--- src/assert_macros.svh ---
// Assertion macros shared by the clipper modules.
`ifndef ASSERT_MACROS_SVH
`define ASSERT_MACROS_SVH

// Check a property on every clock edge outside reset.
`define ASSERT_ALWAYS(lbl, prop, msg) \
	lbl: assert property (@(posedge clk) disable iff (!arst_n) (prop)) else $error(msg);

// Check that a condition implies another one on the next clock edge.
`define ASSERT_NEXT(lbl, ante, cons, msg) \
	lbl: assert property (@(posedge clk) disable iff (!arst_n) (ante) |=> (cons)) else $error(msg);

`endif

--- src/plck_pkg.sv ---
// Shared constants, types and helper functions of the polyline clipper.
package plck_pkg;

	// Coordinate width and derived widths
	localparam int COORD_W = 16;
	localparam int DW      = COORD_W + 1;          // difference of two coordinates
	localparam int PW      = 2 * DW;               // product of two differences
	localparam int CNT_W   = $clog2(PW);
	localparam int TDATA_W = ((2 * COORD_W + 7) / 8) * 8;

	typedef logic signed [COORD_W-1:0] coord_t;
	typedef logic signed [DW-1:0]      diff_t;
	typedef logic [DW-1:0]             mag_t;

	// Request to the shared multiply-divide unit
	typedef struct packed {
		logic vld;
		mag_t a;
		mag_t b;
		mag_t c;
	} div_req_t;

	// Response of the shared multiply-divide unit
	typedef struct packed {
		logic done;
		mag_t quo;
	} div_rsp_t;

	// One pending result point
	typedef struct packed {
		coord_t x;
		coord_t y;
		logic   run_end;
		logic   crossing;
	} slot_t;

	// Sign-extend a coordinate by one bit
	function automatic diff_t sx(coord_t v);
		return {v[COORD_W-1], v};
	endfunction

	// Magnitude of a difference
	function automatic mag_t magn(diff_t v);
		diff_t n;
		n = -v;
		return v[DW-1] ? mag_t'(n) : mag_t'(v);
	endfunction

endpackage

--- src/plck_muldiv.sv ---
// Iterative unsigned unit: a multiply state, then a restoring divide, one bit per cycle.
`include "assert_macros.svh"

module plck_muldiv import plck_pkg::*; (
	input  logic     clk,
	input  logic     arst_n,
	input  div_req_t req,
	output div_rsp_t rsp
);

	localparam logic [1:0] DV_IDLE = 2'd0;
	localparam logic [1:0] DV_MUL  = 2'd1;
	localparam logic [1:0] DV_DIV  = 2'd2;

	logic [1:0]       st_q;
	logic [CNT_W-1:0] cnt_q;
	logic             done_q;
	mag_t             a_q;
	mag_t             b_q;
	mag_t             c_q;
	mag_t             rem_q;
	logic [PW-1:0]    quo_q;
	logic [DW:0]      rem_sh;
	logic [DW:0]      diff;
	logic             ge;

	// Trial subtract of the divisor from the shifted partial remainder
	assign rem_sh = {rem_q, quo_q[PW-1]};
	assign diff   = rem_sh - {1'b0, c_q};
	assign ge     = !diff[DW];

	// Sequence control
	always_ff @(posedge clk or negedge arst_n) begin
		if (!arst_n) begin
			st_q   <= DV_IDLE;
			cnt_q  <= '0;
			done_q <= 1'b0;
		end else begin
			done_q <= 1'b0;
			unique case (st_q)
				DV_IDLE: begin
					if (req.vld) st_q <= DV_MUL;
				end
				DV_MUL: begin
					cnt_q <= CNT_W'(PW - 1);
					st_q  <= DV_DIV;
				end
				DV_DIV: begin
					cnt_q <= cnt_q - 1'b1;
					if (cnt_q == '0) begin
						st_q   <= DV_IDLE;
						done_q <= 1'b1;
					end
				end
				default: st_q <= DV_IDLE;
			endcase
		end
	end

	// Operands, product and quotient/remainder shift
	always_ff @(posedge clk) begin
		if (st_q == DV_IDLE && req.vld) begin
			a_q <= req.a;
			b_q <= req.b;
			c_q <= req.c;
		end
		if (st_q == DV_MUL) begin
			quo_q <= PW'(a_q) * PW'(b_q);
			rem_q <= '0;
		end else if (st_q == DV_DIV) begin
			rem_q <= ge ? diff[DW-1:0] : rem_sh[DW-1:0];
			quo_q <= {quo_q[PW-2:0], ge};
		end
	end

	assign rsp.done = done_q;
	assign rsp.quo  = quo_q[DW-1:0];

	`ASSERT_ALWAYS(a_start_idle, !(req.vld && st_q != DV_IDLE), "request while unit busy")
	`ASSERT_NEXT(a_done_pulse, rsp.done, !rsp.done, "done held longer than one cycle")

endmodule

--- src/polyline_clip_below_limit_top.sv ---
// Polyline clipper against the half plane y <= y_limit, top level.
//
// Vertices arrive on the s_ stream, one polyline after another; visible vertices and the
// points where segments cross y_limit leave on the m_ stream, each visible piece closed by
// tlast. One vertex is handled at a time and s_tready is low until all its results (0 to 2)
// are taken. A vertex whose segment crosses the limit first runs the shared multiply-divide
// unit (a multiply, then a restoring divide) and hands the crossing x over to its results.
// The user must write y_limit through cfg_we only while no vertex is in work; the block
// itself does not enforce this.
`include "assert_macros.svh"

module polyline_clip_below_limit_top import plck_pkg::*; (
	input  logic               clk,
	input  logic               arst_n,
	input  logic               cfg_we,
	input  logic [COORD_W-1:0] cfg_wdata,   // y_limit
	input  logic               s_tvalid,
	output logic               s_tready,
	input  logic [TDATA_W-1:0] s_tdata,     // point_x, point_y
	input  logic               s_tlast,     // last_point
	input  logic [0:0]         s_tuser,     // first_point
	output logic               m_tvalid,
	input  logic               m_tready,
	output logic [TDATA_W-1:0] m_tdata,     // out_x, out_y
	output logic               m_tlast,     // run_end
	output logic [0:0]         m_tuser      // last_of_input
);

	localparam logic [1:0] ST_IDLE = 2'd0;
	localparam logic [1:0] ST_DIV  = 2'd1;
	localparam logic [1:0] ST_EMIT = 2'd2;

	logic [1:0] st_q;
	coord_t     lim_q;
	coord_t     prev_x_q;
	coord_t     prev_y_q;
	logic       prev_out_q;
	coord_t     x1_q;
	logic       neg_q;
	logic       zero_c_q;
	slot_t      slot_q [2];
	logic [1:0] n_q;
	logic       idx_q;

	coord_t     in_x;
	coord_t     in_y;
	logic       first;
	logic       last;
	logic       acc;
	logic       now_out;
	logic       need_div;
	diff_t      dif_a;
	diff_t      dif_b;
	diff_t      dif_c;
	slot_t      sl0;
	slot_t      sl1;
	logic [1:0] n_c;
	diff_t      cross_sum;
	coord_t     cross_x;
	slot_t      cur;
	logic       is_last;
	div_req_t   req;
	div_rsp_t   rsp;

	// Unpack the request
	assign in_x  = coord_t'(s_tdata[COORD_W-1:0]);
	assign in_y  = coord_t'(s_tdata[2*COORD_W-1:COORD_W]);
	assign first = s_tuser[0];
	assign last  = s_tlast;

	assign s_tready = (st_q == ST_IDLE);
	assign acc      = s_tvalid && s_tready;
	assign now_out  = in_y > lim_q;
	assign need_div = !first && (prev_out_q != now_out);

	// Segment differences for the crossing point
	assign dif_a = sx(lim_q) - sx(prev_y_q);
	assign dif_b = sx(in_x) - sx(prev_x_q);
	assign dif_c = sx(in_y) - sx(prev_y_q);

	assign req.vld = acc && need_div;
	assign req.a   = magn(dif_a);
	assign req.b   = magn(dif_b);
	assign req.c   = magn(dif_c);

	plck_muldiv u_muldiv (
		.clk    (clk),
		.arst_n (arst_n),
		.req    (req),
		.rsp    (rsp)
	);

	// Build the result list of the incoming vertex
	always_comb begin
		sl0 = '{x: prev_x_q, y: prev_y_q, run_end: 1'b0, crossing: 1'b0};
		sl1 = sl0;
		n_c = 2'd0;
		if (!first) begin
			if (!prev_out_q) begin
				n_c = 2'd1;
				if (now_out) begin
					sl1 = '{x: prev_x_q, y: lim_q, run_end: 1'b1, crossing: 1'b1};
					n_c = 2'd2;
				end
			end else if (!now_out) begin
				sl0 = '{x: prev_x_q, y: lim_q, run_end: 1'b0, crossing: 1'b1};
				n_c = 2'd1;
			end
			if (last && !now_out) begin
				if (n_c == 2'd0) sl0 = '{x: in_x, y: in_y, run_end: 1'b1, crossing: 1'b0};
				else             sl1 = '{x: in_x, y: in_y, run_end: 1'b1, crossing: 1'b0};
				n_c = n_c + 2'd1;
			end
		end
	end

	// Crossing x from the quotient, truncated toward zero; a flat segment keeps x1
	assign cross_sum = zero_c_q ? sx(x1_q) :
		neg_q ? (sx(x1_q) - diff_t'(rsp.quo)) : (sx(x1_q) + diff_t'(rsp.quo));
	assign cross_x   = cross_sum[COORD_W-1:0];

	// Configuration register
	always_ff @(posedge clk or negedge arst_n) begin
		if (!arst_n) lim_q <= {1'b0, {(COORD_W-1){1'b1}}};
		else if (cfg_we) lim_q <= coord_t'(cfg_wdata);
	end

	// Sequencer and previous vertex
	always_ff @(posedge clk or negedge arst_n) begin
		if (!arst_n) begin
			st_q       <= ST_IDLE;
			prev_x_q   <= '0;
			prev_y_q   <= '0;
			prev_out_q <= 1'b0;
			n_q        <= '0;
			idx_q      <= 1'b0;
		end else begin
			unique case (st_q)
				ST_IDLE: begin
					if (acc) begin
						prev_x_q   <= in_x;
						prev_y_q   <= in_y;
						prev_out_q <= now_out;
						n_q        <= n_c;
						idx_q      <= 1'b0;
						if (need_div)         st_q <= ST_DIV;
						else if (n_c != 2'd0) st_q <= ST_EMIT;
					end
				end
				ST_DIV: begin
					if (rsp.done) st_q <= ST_EMIT;
				end
				ST_EMIT: begin
					if (m_tready) begin
						if (is_last) st_q <= ST_IDLE;
						else         idx_q <= 1'b1;
					end
				end
				default: st_q <= ST_IDLE;
			endcase
		end
	end

	// Hold the pending results; patch in the crossing x when the unit finishes
	always_ff @(posedge clk) begin
		if (acc) begin
			slot_q[0] <= sl0;
			slot_q[1] <= sl1;
			x1_q      <= prev_x_q;
			neg_q     <= dif_a[DW-1] ^ dif_b[DW-1] ^ dif_c[DW-1];
			zero_c_q  <= (dif_c == '0);
		end else if (st_q == ST_DIV && rsp.done) begin
			if (slot_q[0].crossing) slot_q[0].x <= cross_x;
			if (slot_q[1].crossing) slot_q[1].x <= cross_x;
		end
	end

	// Drive the result stream
	assign cur      = slot_q[idx_q];
	assign is_last  = ({1'b0, idx_q} + 2'd1) == n_q;
	assign m_tvalid = (st_q == ST_EMIT);
	assign m_tdata  = TDATA_W'({cur.y, cur.x});
	assign m_tlast  = cur.run_end;
	assign m_tuser  = is_last;

	`ASSERT_ALWAYS(a_one_item, !(s_tready && m_tvalid), "input taken while results pending")
	`ASSERT_ALWAYS(a_done_in_div, !(rsp.done && st_q != ST_DIV), "quotient with no crossing")

endmodule
--- config.mk ---
export PLATFORM = sky130hd
export DESIGN_NAME = polyline_clip_below_limit_top
export DESIGN_NICKNAME = d
export VERILOG_FILES = /design/src/plck_pkg.sv /design/src/plck_muldiv.sv /design/src/polyline_clip_below_limit_top.sv
export VERILOG_INCLUDE_DIRS = /design/src /design/src/src
export SDC_FILE = /design/constraint.sdc
export NUM_CORES = 1
export LEC_CHECK = 0
export BUFFER_PORTS_ARGS = -buffer_cell sky130_fd_sc_hd__buf_2
export CORE_MARGIN = 1
export CORE_UTILIZATION = 65
export CTS_BUF_LIST = sky130_fd_sc_hd__clkbuf_8 sky130_fd_sc_hd__clkbuf_16
export DETAILED_ROUTE_END_ITERATION = 12
export PLACE_DENSITY = 0.92
export SYNTH_ARGS = -nofsm -noshare
export SYNTH_HDL_FRONTEND = slang
export SYNTH_HIERARCHICAL = 1
export SYNTH_SLANG_ARGS = --single-unit
--- constraint.sdc ---
create_clock -name clk -period 8.7 [get_ports clk]
set_input_delay 2.61 -clock clk [delete_from_list [all_inputs] [get_ports clk]]
set_output_delay 2.61 -clock clk [all_outputs]
set_load 0.02 [all_outputs]
# [Word-level counts from Yosys, hierarchy flattened]
# Memories as Yosys holds them, arrays and structs flattened.
# Cells that the tools add are included.
[word_totals] mem_bits_rw=68 output_inout_bits=36 wordCells=128 ff_bits=183 memories=1 in_bits=55
[classes] n_reduce_logical=21 n_bitwise=4 n_mul=1 n_eq_ne=14 addsub=12 mux=53 n_lt_le_gt_ge=1
[mem_list] name="slot_q" words=2 width=34 read_ports=3 rd_clocked_by_memory_dff=0 write_ports=2 line_no="polyline_clip_below_limit_top.sv:41" source="slot_t slot_q [2];"
[op_table] cell="2-to-1 mux 34 bit" n=8
[op_table] cell="2-to-1 mux 16 bit" n=7
[op_table] cell="2-to-1 mux 18 bit" n=4
[op_table] cell="negation 17 bit" n=3
[op_table] cell="subtractor 16 x 16 -> 17 bit" n=3
[op_table] cell="multiplier 17 x 17 -> 34 bit" n=1
[op_table] cell="2-to-1 mux 2 bit" n=13
[op_table] cell="subtractor 18 x 17 -> 18 bit" n=1
[op_table] cell="zero test 17 bit" n=1
[op_table] cell="2-to-1 mux 17 bit" n=1
[op_table] cell="adder 16 bit" n=1
[op_table] cell="greater-than comparator 16 bit" n=1
[op_table] cell="2-to-1 mux 1 bit" n=16
[op_table] cell="subtractor 16 bit" n=1
[op_table] cell="!= test 2 x 1 -> 1 bit, second input constant" n=6
[op_table] cell="one-hot mux 2 bit (3 select lines)" n=2
[op_table] cell="one-hot mux 6 bit (2 select lines)" n=1
[op_table] cell="logical AND 1 bit" n=6
[op_table] cell="zero test 2 bit" n=3
[op_table] cell="zero test 6 bit" n=1
[op_table] cell="nonzero test 2 bit" n=3
[op_table] cell="subtractor 6 x 1 -> 6 bit, second input constant" n=1
[op_table] cell="AND reduction 5 bit" n=1
[op_table] cell="equality test 2 x 1 -> 1 bit, second input constant" n=2
[op_table] cell="other kinds (13)" n=19

# [Logic depth before layout (Yosys ltp)]
# Gate-level depths: netlist (run 1).
[logic_depth] ltp_word=12 ltp_mapped=23 mapped_depth_nobuf=21

# [Modules after synthesis]
# The synthesis (run 1) kept the hierarchy.
[by_module_without_submodules] mod="plck_muldiv" instances=1 seq_area_each_um2=3118.0 area_each_um2=15065.7 cells_per_inst=1592
[by_module_without_submodules] mod="polyline_clip_below_limit_top" instances=1 seq_area_each_um2=3952.5 area_each_um2=11384.7 cells_per_inst=1272

# [Least setup slack after synthesis (run 1)]
# OpenSTA, ideal clock, no wires.
[synth_timing] path_type="input to register" startpoint="input port s_tdata[31]" endpoint="register u_muldiv.a_q[0], enable pin" setup_slack_ns=2.205 setup_time_ns=0.414 t_required_ns=8.286 path_buffers=2 t_arrival_ns=6.081 stages=11 cell_sequence="ha_1 > nand4_1 > nor3_1 > o21ai_0 > a31oi_1 > clkbuf_1 > clkbuf_1 > inv_1 > ha_1 > nor3_1 > and2_1"
[synth_lines] element="start: declaration" line_no="polyline_clip_below_limit_top.sv:19" source="input logic [TDATA_W-1:0] s_tdata,"
[synth_lines] element="end signal: assignment" line_no="plck_muldiv.sv:63" source="a_q <= req.a;"
[synth_lines] element="end: declaration" line_no="plck_muldiv.sv:18" source="mag_t a_q;"

# [Final worst setup path (run 1)]
[layout_timing] startpoint="register u_muldiv.a_q[5]" endpoint="register u_muldiv.quo_q[32] (data pin)"
[layout_via] elab_chain_cells=2
[layout_lines] element="multiplier 17 x 17 -> 34 bit" line_no="plck_muldiv.sv:68" source="quo_q <= PW'(a_q) * PW'(b_q);"
[layout_lines] element="2-to-1 mux 34 bit" line_no="plck_muldiv.sv:67" source="if (st_q == DV_MUL) begin"
[layout_lines] element="end signal: assignment" line_no="plck_muldiv.sv:68"
[layout_lines] element="end signal: assignment" line_no="plck_muldiv.sv:72" source="quo_q <= {quo_q[PW-2:0], ge};"
[layout_lines] element="end: declaration" line_no="plck_muldiv.sv:22" source="logic [PW-1:0] quo_q;"
# Every way passes these cells.
# A chain may end at the register's enable or synchronous reset.

==> results of run 1 <==
[sequential cells by signal, summed over array words and instances, names as in the netlist]
name             count
idx_q                1
lim_q               16
n_q                  2
neg_q                1
prev_out_q           1
prev_x_q            16
prev_y_q            16
slot_q              68
st_q                 2
u_muldiv/a_q        17
u_muldiv/b_q        17
u_muldiv/c_q        17
u_muldiv/cnt_q       6
u_muldiv/done_q      1
u_muldiv/quo_q      34
u_muldiv/rem_q      17
u_muldiv/st_q        2
x1_q                16
zero_c_q             1
[placed cells by master, fill, tap and decap left out, types with 11 or more instances in the layout]
cell type  instances
inv_1            411
xor2_1            35
a21oi_1          141
buf_4             19
nand2_1          326
edfxtp_1         171
o21a_1            32
nand2b_1          16
o211ai_1          13
fa_1             229
clkbuf_16         27
and2_1           131
ha_1             213
nand4_1           23
a31oi_1           21
xnor2_1           94
a21o_1            35
o21ai_0          135
nand3_1           54
or3_1             11
mux2_2            62
o31ai_1           11
and3_1            11
mux2i_1           45
nor3_1            39
dfrtp_1           48
dfxtp_1           17
a211oi_1          26
nor2_1           144
nor2b_1           22
dfstp_2           15
buf_2             90
a22o_1            17
[metal layers]
| layer | share of wire, % | up-vias |
|---|---|---|
| li1 | - | 9625 |
| met1 | 39 | 10500 |
| met2 | 47 | 1218 |
| met3 | 9.6 | 200 |
| met4 | 4.5 | 0 |
| met5 | 0 | - |
[critical path, cell delays in order, from the launching register on]
cell       delay, ns
edfxtp_1        0.75
and2_1          0.35
fa_1            0.54
inv_1           0.06
fa_1            0.59
fa_1            0.46
fa_1            0.50
inv_1           0.06
fa_1            0.53
inv_1           0.06
fa_1            0.54
inv_1           0.04
ha_1            0.38
and3_1          0.23
o2111a_1        0.23
o31ai_2         0.11
a2111oi_0       0.51
nor3_1          0.15
xnor2_1         0.16
mux2_2          0.26
[worst max path at each step]
| stage | from | end | slack, ns | cells past startpoint |
|---|---|---|---|---|
| floorplan | s_tdata[31] | u_muldiv/a_q[0] | 2.20 | 11 |
| global placement | u_muldiv/a_q[5] | u_muldiv/quo_q[32] | 2.17 | 19 |
| detailed placement | u_muldiv/a_q[5] | u_muldiv/quo_q[32] | 2.02 | 19 |
| CTS | u_muldiv/a_q[5] | u_muldiv/quo_q[32] | 2.00 | 19 |
| global route | u_muldiv/a_q[5] | u_muldiv/quo_q[26] | 1.74 | 20 |
| finish | u_muldiv/a_q[5] | u_muldiv/quo_q[32] | 1.94 | 19 |
[through the flow]
stage / cells / worst slack, ns / utilization [%]
2_1_floorplan: 2863 / 2.20 / -
3_3_place_gp: 3360 / 2.17 / 67.9
3_5_place_dp: 3360 / 2.02 / 67.9
4_1_cts: 3410 / 2.00 / 70.1
5_1_grt: 3410 / 1.74 / 70.1
6_report: 3411 / 1.94 / 70.1
[final cells by class]
cell class | count | area, µm²
sequential | 251 | 7070
fill | 2845 | 11900
clock buffer | 30 | 717
clock inverter | 20 | 140
tap | 525 | 657
antenna | 1 | 2.50
timing repair buffer | 109 | 593
multi-input combinational | 2066 | 17300
inverter | 409 | 1540
==> run_results.csv, run 1 <==
group,metric,value,unit
timing,fmax,148,MHz
timing,max_slew.worst_pin.slew,1.10,ns
timing,period_minus_slack,6.76,ns
setup_path,critPathKind,"reg2reg",
detailed_routing,wl_per_cell,20.7,µm
clock_network,htreeDepth,1,
grt,grt_pass1_wl,114000,µm
placement,io_buffer_count,90,
timing,hold_violations,0,
clock_network,cts_max_path_buffers,3,
clock_network,clkLatencyLatePin,0.59,ns
timing,fin_skew,0.0383,ns
timing,hold_ws,0.455,ns
setup_path,cp-end-kind,"flop",
floorplan,start_util,66.2,%
floorplan,rows,73,
detailed_routing,dr_total_vias,21500,
grt,use_met1,45.3,%
detailed_routing,wirelength,70600,µm
detailed_routing,drtPass1Iterations,8,
setup_path,start_kind,"flop",
timing,rsz0062_at_grt,"no",
clock_network,postCtsSetupBuffers,0,
cells_and_area,drive_gt1_share,9.43,%
setup_path,reg2reg_from,"u_muldiv/a_q[5]",
cells_and_area,syn_to_final_growth,5.76,%
grt,grtUsageMet3,6.38,%
worst_hold_path,worstHoldStart,"prev_x_q[2]",
cells_and_area,finalInstanceArea,28000,µm²
placement,place_area,27100,µm²
setup_path,r2r-end,"u_muldiv/quo_q[32]",
grt,grt_antenna_before_repair,0,
clock_network,cts_num_sinks,251,
clock_network,cts_root_buffer,"clkbuf_16",
floorplan,core_area,39900,µm²
grt,grt_max_degree,88,
grt,grt.total_usage,34.9,%
yosys,syn_area,26400,µm²
clock_network,cts_hold_buf,0,
setup_path,crit_path_max_fanout,18,
setup_path,crit_arrival,7.06,ns
timing,setup_viol,0,
floorplan,pin_count,91,
timing,fin_setup_tns,0,ns
yosys,syn-instance-count,2863,
status,status,"completed",
grt,grt_use_met2,57.3,%
setup_path,r2r_cells,19,
timing,report.final.slew_viol_count,0,
worst_hold_path,min_path_cells,0,
floorplan,dieArea,41500,µm²
detailed_routing,vias_per_cell,6.30,
detailed_routing,drt_iter0_markers,2226,
clock_network,ctsResizeCount,0,
worst_hold_path,hp-class,"reg2reg",
placement,hpwl,53300,µm
worst_hold_path,min_to,"x1_q[2]",
setup_path,r2r_setup_slack,1.94,ns
clock_network,numCtsBuffers,27,
yosys,synth_warnings,6,
clock_network,clk_pin_slew,0.06,ns
cells_and_area,nNetsFinal,3363,
job,maxCapViolCount,0,
grt,grt_overflow,0,
yosys,avgSynthCellArea,9.24,µm²
placement,place_congestion,0.982,
yosys,syn_nets,3362,
clock_network,cts_tree,"built",
floorplan,die_y,204,µm
setup_path,critPathRequiredTime,9.01,ns
timing,relSlewSlack,26.2,%
floorplan,die_x,204,µm
detailed_routing,drc_errors,0,
grt,grt_busiest_layer,"met2",
detailed_routing,antenna_left,0,
grt,first_global_vias,21900,
timing,post-route-period-util,77.7,%
Power of run 1 is not shown: default switching activity piles up to over one toggle a cycle in this logic, so the estimate is an artifact.
==> inputs of run 2 (changes only) <==
- clock period: 8.7 -> 6.6 ns (I/O delays scaled with it)
==> run_results.csv, run 2 (same netlist as run 1, synthesis figures left out) <==
group,metric,value,unit
cells_and_area,fin_cells,3467,
timing,period_minus_slack,6.41,ns
floorplan,rows,73,
clock_network,cts_root_buffer,"clkbuf_16",
cells_and_area,reg_top3,"slot_q x68, u_muldiv/quo_q x34",
floorplan,dieArea,41500,µm²
detailed_routing,antenna_left,0,
setup_path,max_stage_delay,0.60,ns
setup_path,slowest_stage,"fa_1",
placement,dp.cells,3398,
setup_path,critPathRequiredTime,6.94,ns
setup_path,crit_arrival,6.75,ns
clock_network,htreeDepth,1,
timing,fmax,156,MHz
detailed_routing,drtPass1Iterations,7,
job,maxCapViolCount,0,
clock_network,cts_hold_buf,0,
timing,report.final.slew_viol_count,0,
timing,hold_violations,0,
setup_path,cp-end-kind,"flop",
placement,place_congestion,0.991,
timing,fin_skew,0.0318,ns
floorplan,start_util,66.2,%
floorplan,die_y,204,µm
setup_path,crit_path_max_fanout,7,
floorplan,core_area,39900,µm²
detailed_routing,wl_per_cell,20.8,µm
clock_network,clkLatencyLatePin,0.60,ns
setup_path,start_kind,"flop",
timing,setup_viol,0,
cells_and_area,drive_gt1_share,11.4,%
floorplan,die_x,204,µm
clock_network,cts_num_sinks,251,
clock_network,cts_tree,"built",
detailed_routing,wirelength,72200,µm
cells_and_area,final_common_cell,"inv_1",
detailed_routing,drc_errors,0,
grt,grt_overflow,0,
detailed_routing,vias_per_cell,6.31,
floorplan,pin_count,91,
cells_and_area,largest-register,"slot_q",
grt,grt_antenna_before_repair,1,
worst_hold_path,hp-class,"reg2reg",
timing,post-route-period-util,97.1,%
cells_and_area,nFillCells,2722,
grt,grt.total_usage,35.6,%
cells_and_area,syn_to_final_growth,8.14,%
setup_path,path_buf_inv,5,
clock_network,clk_pin_slew,0.07,ns
placement,hpwl,54000,µm
cells_and_area,nNetsFinal,3418,
setup_path,crit_family,"adder cells",
status,status,"completed",
clock_network,cts_max_path_buffers,3,
cells_and_area,largest_reg_flops,68,
grt,grt_max_degree,80,
timing,max_slew.worst_pin.slew,1.26,ns
grt,grt_pass1_wl,116000,µm
setup_path,path_cells,"buf_4 -> and2_1 -> fa_1 -> inv_1 -> fa_1 -> fa_1 -> inv_1 -> fa_1 -> fa_1 -> inv_1 -> fa_1 -> inv_1 -> ha_1 -> a21o_1 -> a21o_1 -> a211oi_1 -> o31ai_2 -> a21boi_0 -> xnor2_1 -> mux2_2",
cells_and_area,finalInstanceArea,28600,µm²
cells_and_area,mostFrequentLayoutCells,"inv_1 (412), nand2_1 (326), fa_1 (229)",
detailed_routing,drt_iter0_markers,2322,
grt,first_global_vias,22400,
placement,place_area,27400,µm²
clock_network,numCtsBuffers,28,
timing,relSlewSlack,15.6,%
detailed_routing,dr_total_vias,21900,
setup_path,critPathMostFrequentCell,"fa_1",
placement,io_buffer_count,90,
setup_path,critPathKind,"reg2reg",
setup_path,r2r_setup_slack,0.19,ns
[run 2: area by class of cell]
class | count | area, µm² | share of cell area [%]
Multi-Input combinational cell | 2066 | 17300 | 60.5
Clock inverter | 21 | 263 | 0.919
Timing Repair Buffer | 163 | 1040 | 3.62
Antenna cell | 1 | 2.50 | 0.00875
Sequential cell | 251 | 7070 | 24.7
Tap cell | 525 | 657 | 2.30
Clock buffer | 31 | 742 | 2.59
Inverter | 409 | 1540 | 5.37
[run 2: through the flow]
stage	setup slack [ns]	hold slack [ns]	setup TNS (ns)	utilization, %
detailed placement	0.0114	0.438	0	68.7
global placement	0.0905	0.431	0	68.7
global route	-0.00112	0.461	-0.00112	71.6
CTS	0.0274	0.451	0	71.2
finish	0.189	0.459	0	71.6
floorplan	0.517	0.425	0	-
[run 2: what timing repair did]
action	4_1_cts	5_1_grt
endpoints found under the setup margin	1	10
buffers inserted	2	14
gates resized for setup	0	9
[run 2: path summary, 6_finish.rpt]
check,startpoint,end,cells past startpoint
max,u_muldiv/b_q[5],u_muldiv/quo_q[22],20
min,prev_x_q[7],x1_q[7],0
max reg2reg,u_muldiv/b_q[5],u_muldiv/quo_q[22],20
min reg2reg,prev_x_q[7],x1_q[7],0
max in group asynchronous,arst_n,prev_x_q[14],2
min in group asynchronous,arst_n,prev_y_q[8],2
[run 2: layer usage]
metal	global-route usage [%]	part of all wire [%]	vias to the layer above
li1	-	-	9755
met1	45.3	38	10500
met2	58.8	47	1341
met3	7.35	11	255
met4	15.5	4.6	0
met5	0	0	-
Power of run 2 is left out for the same reason.
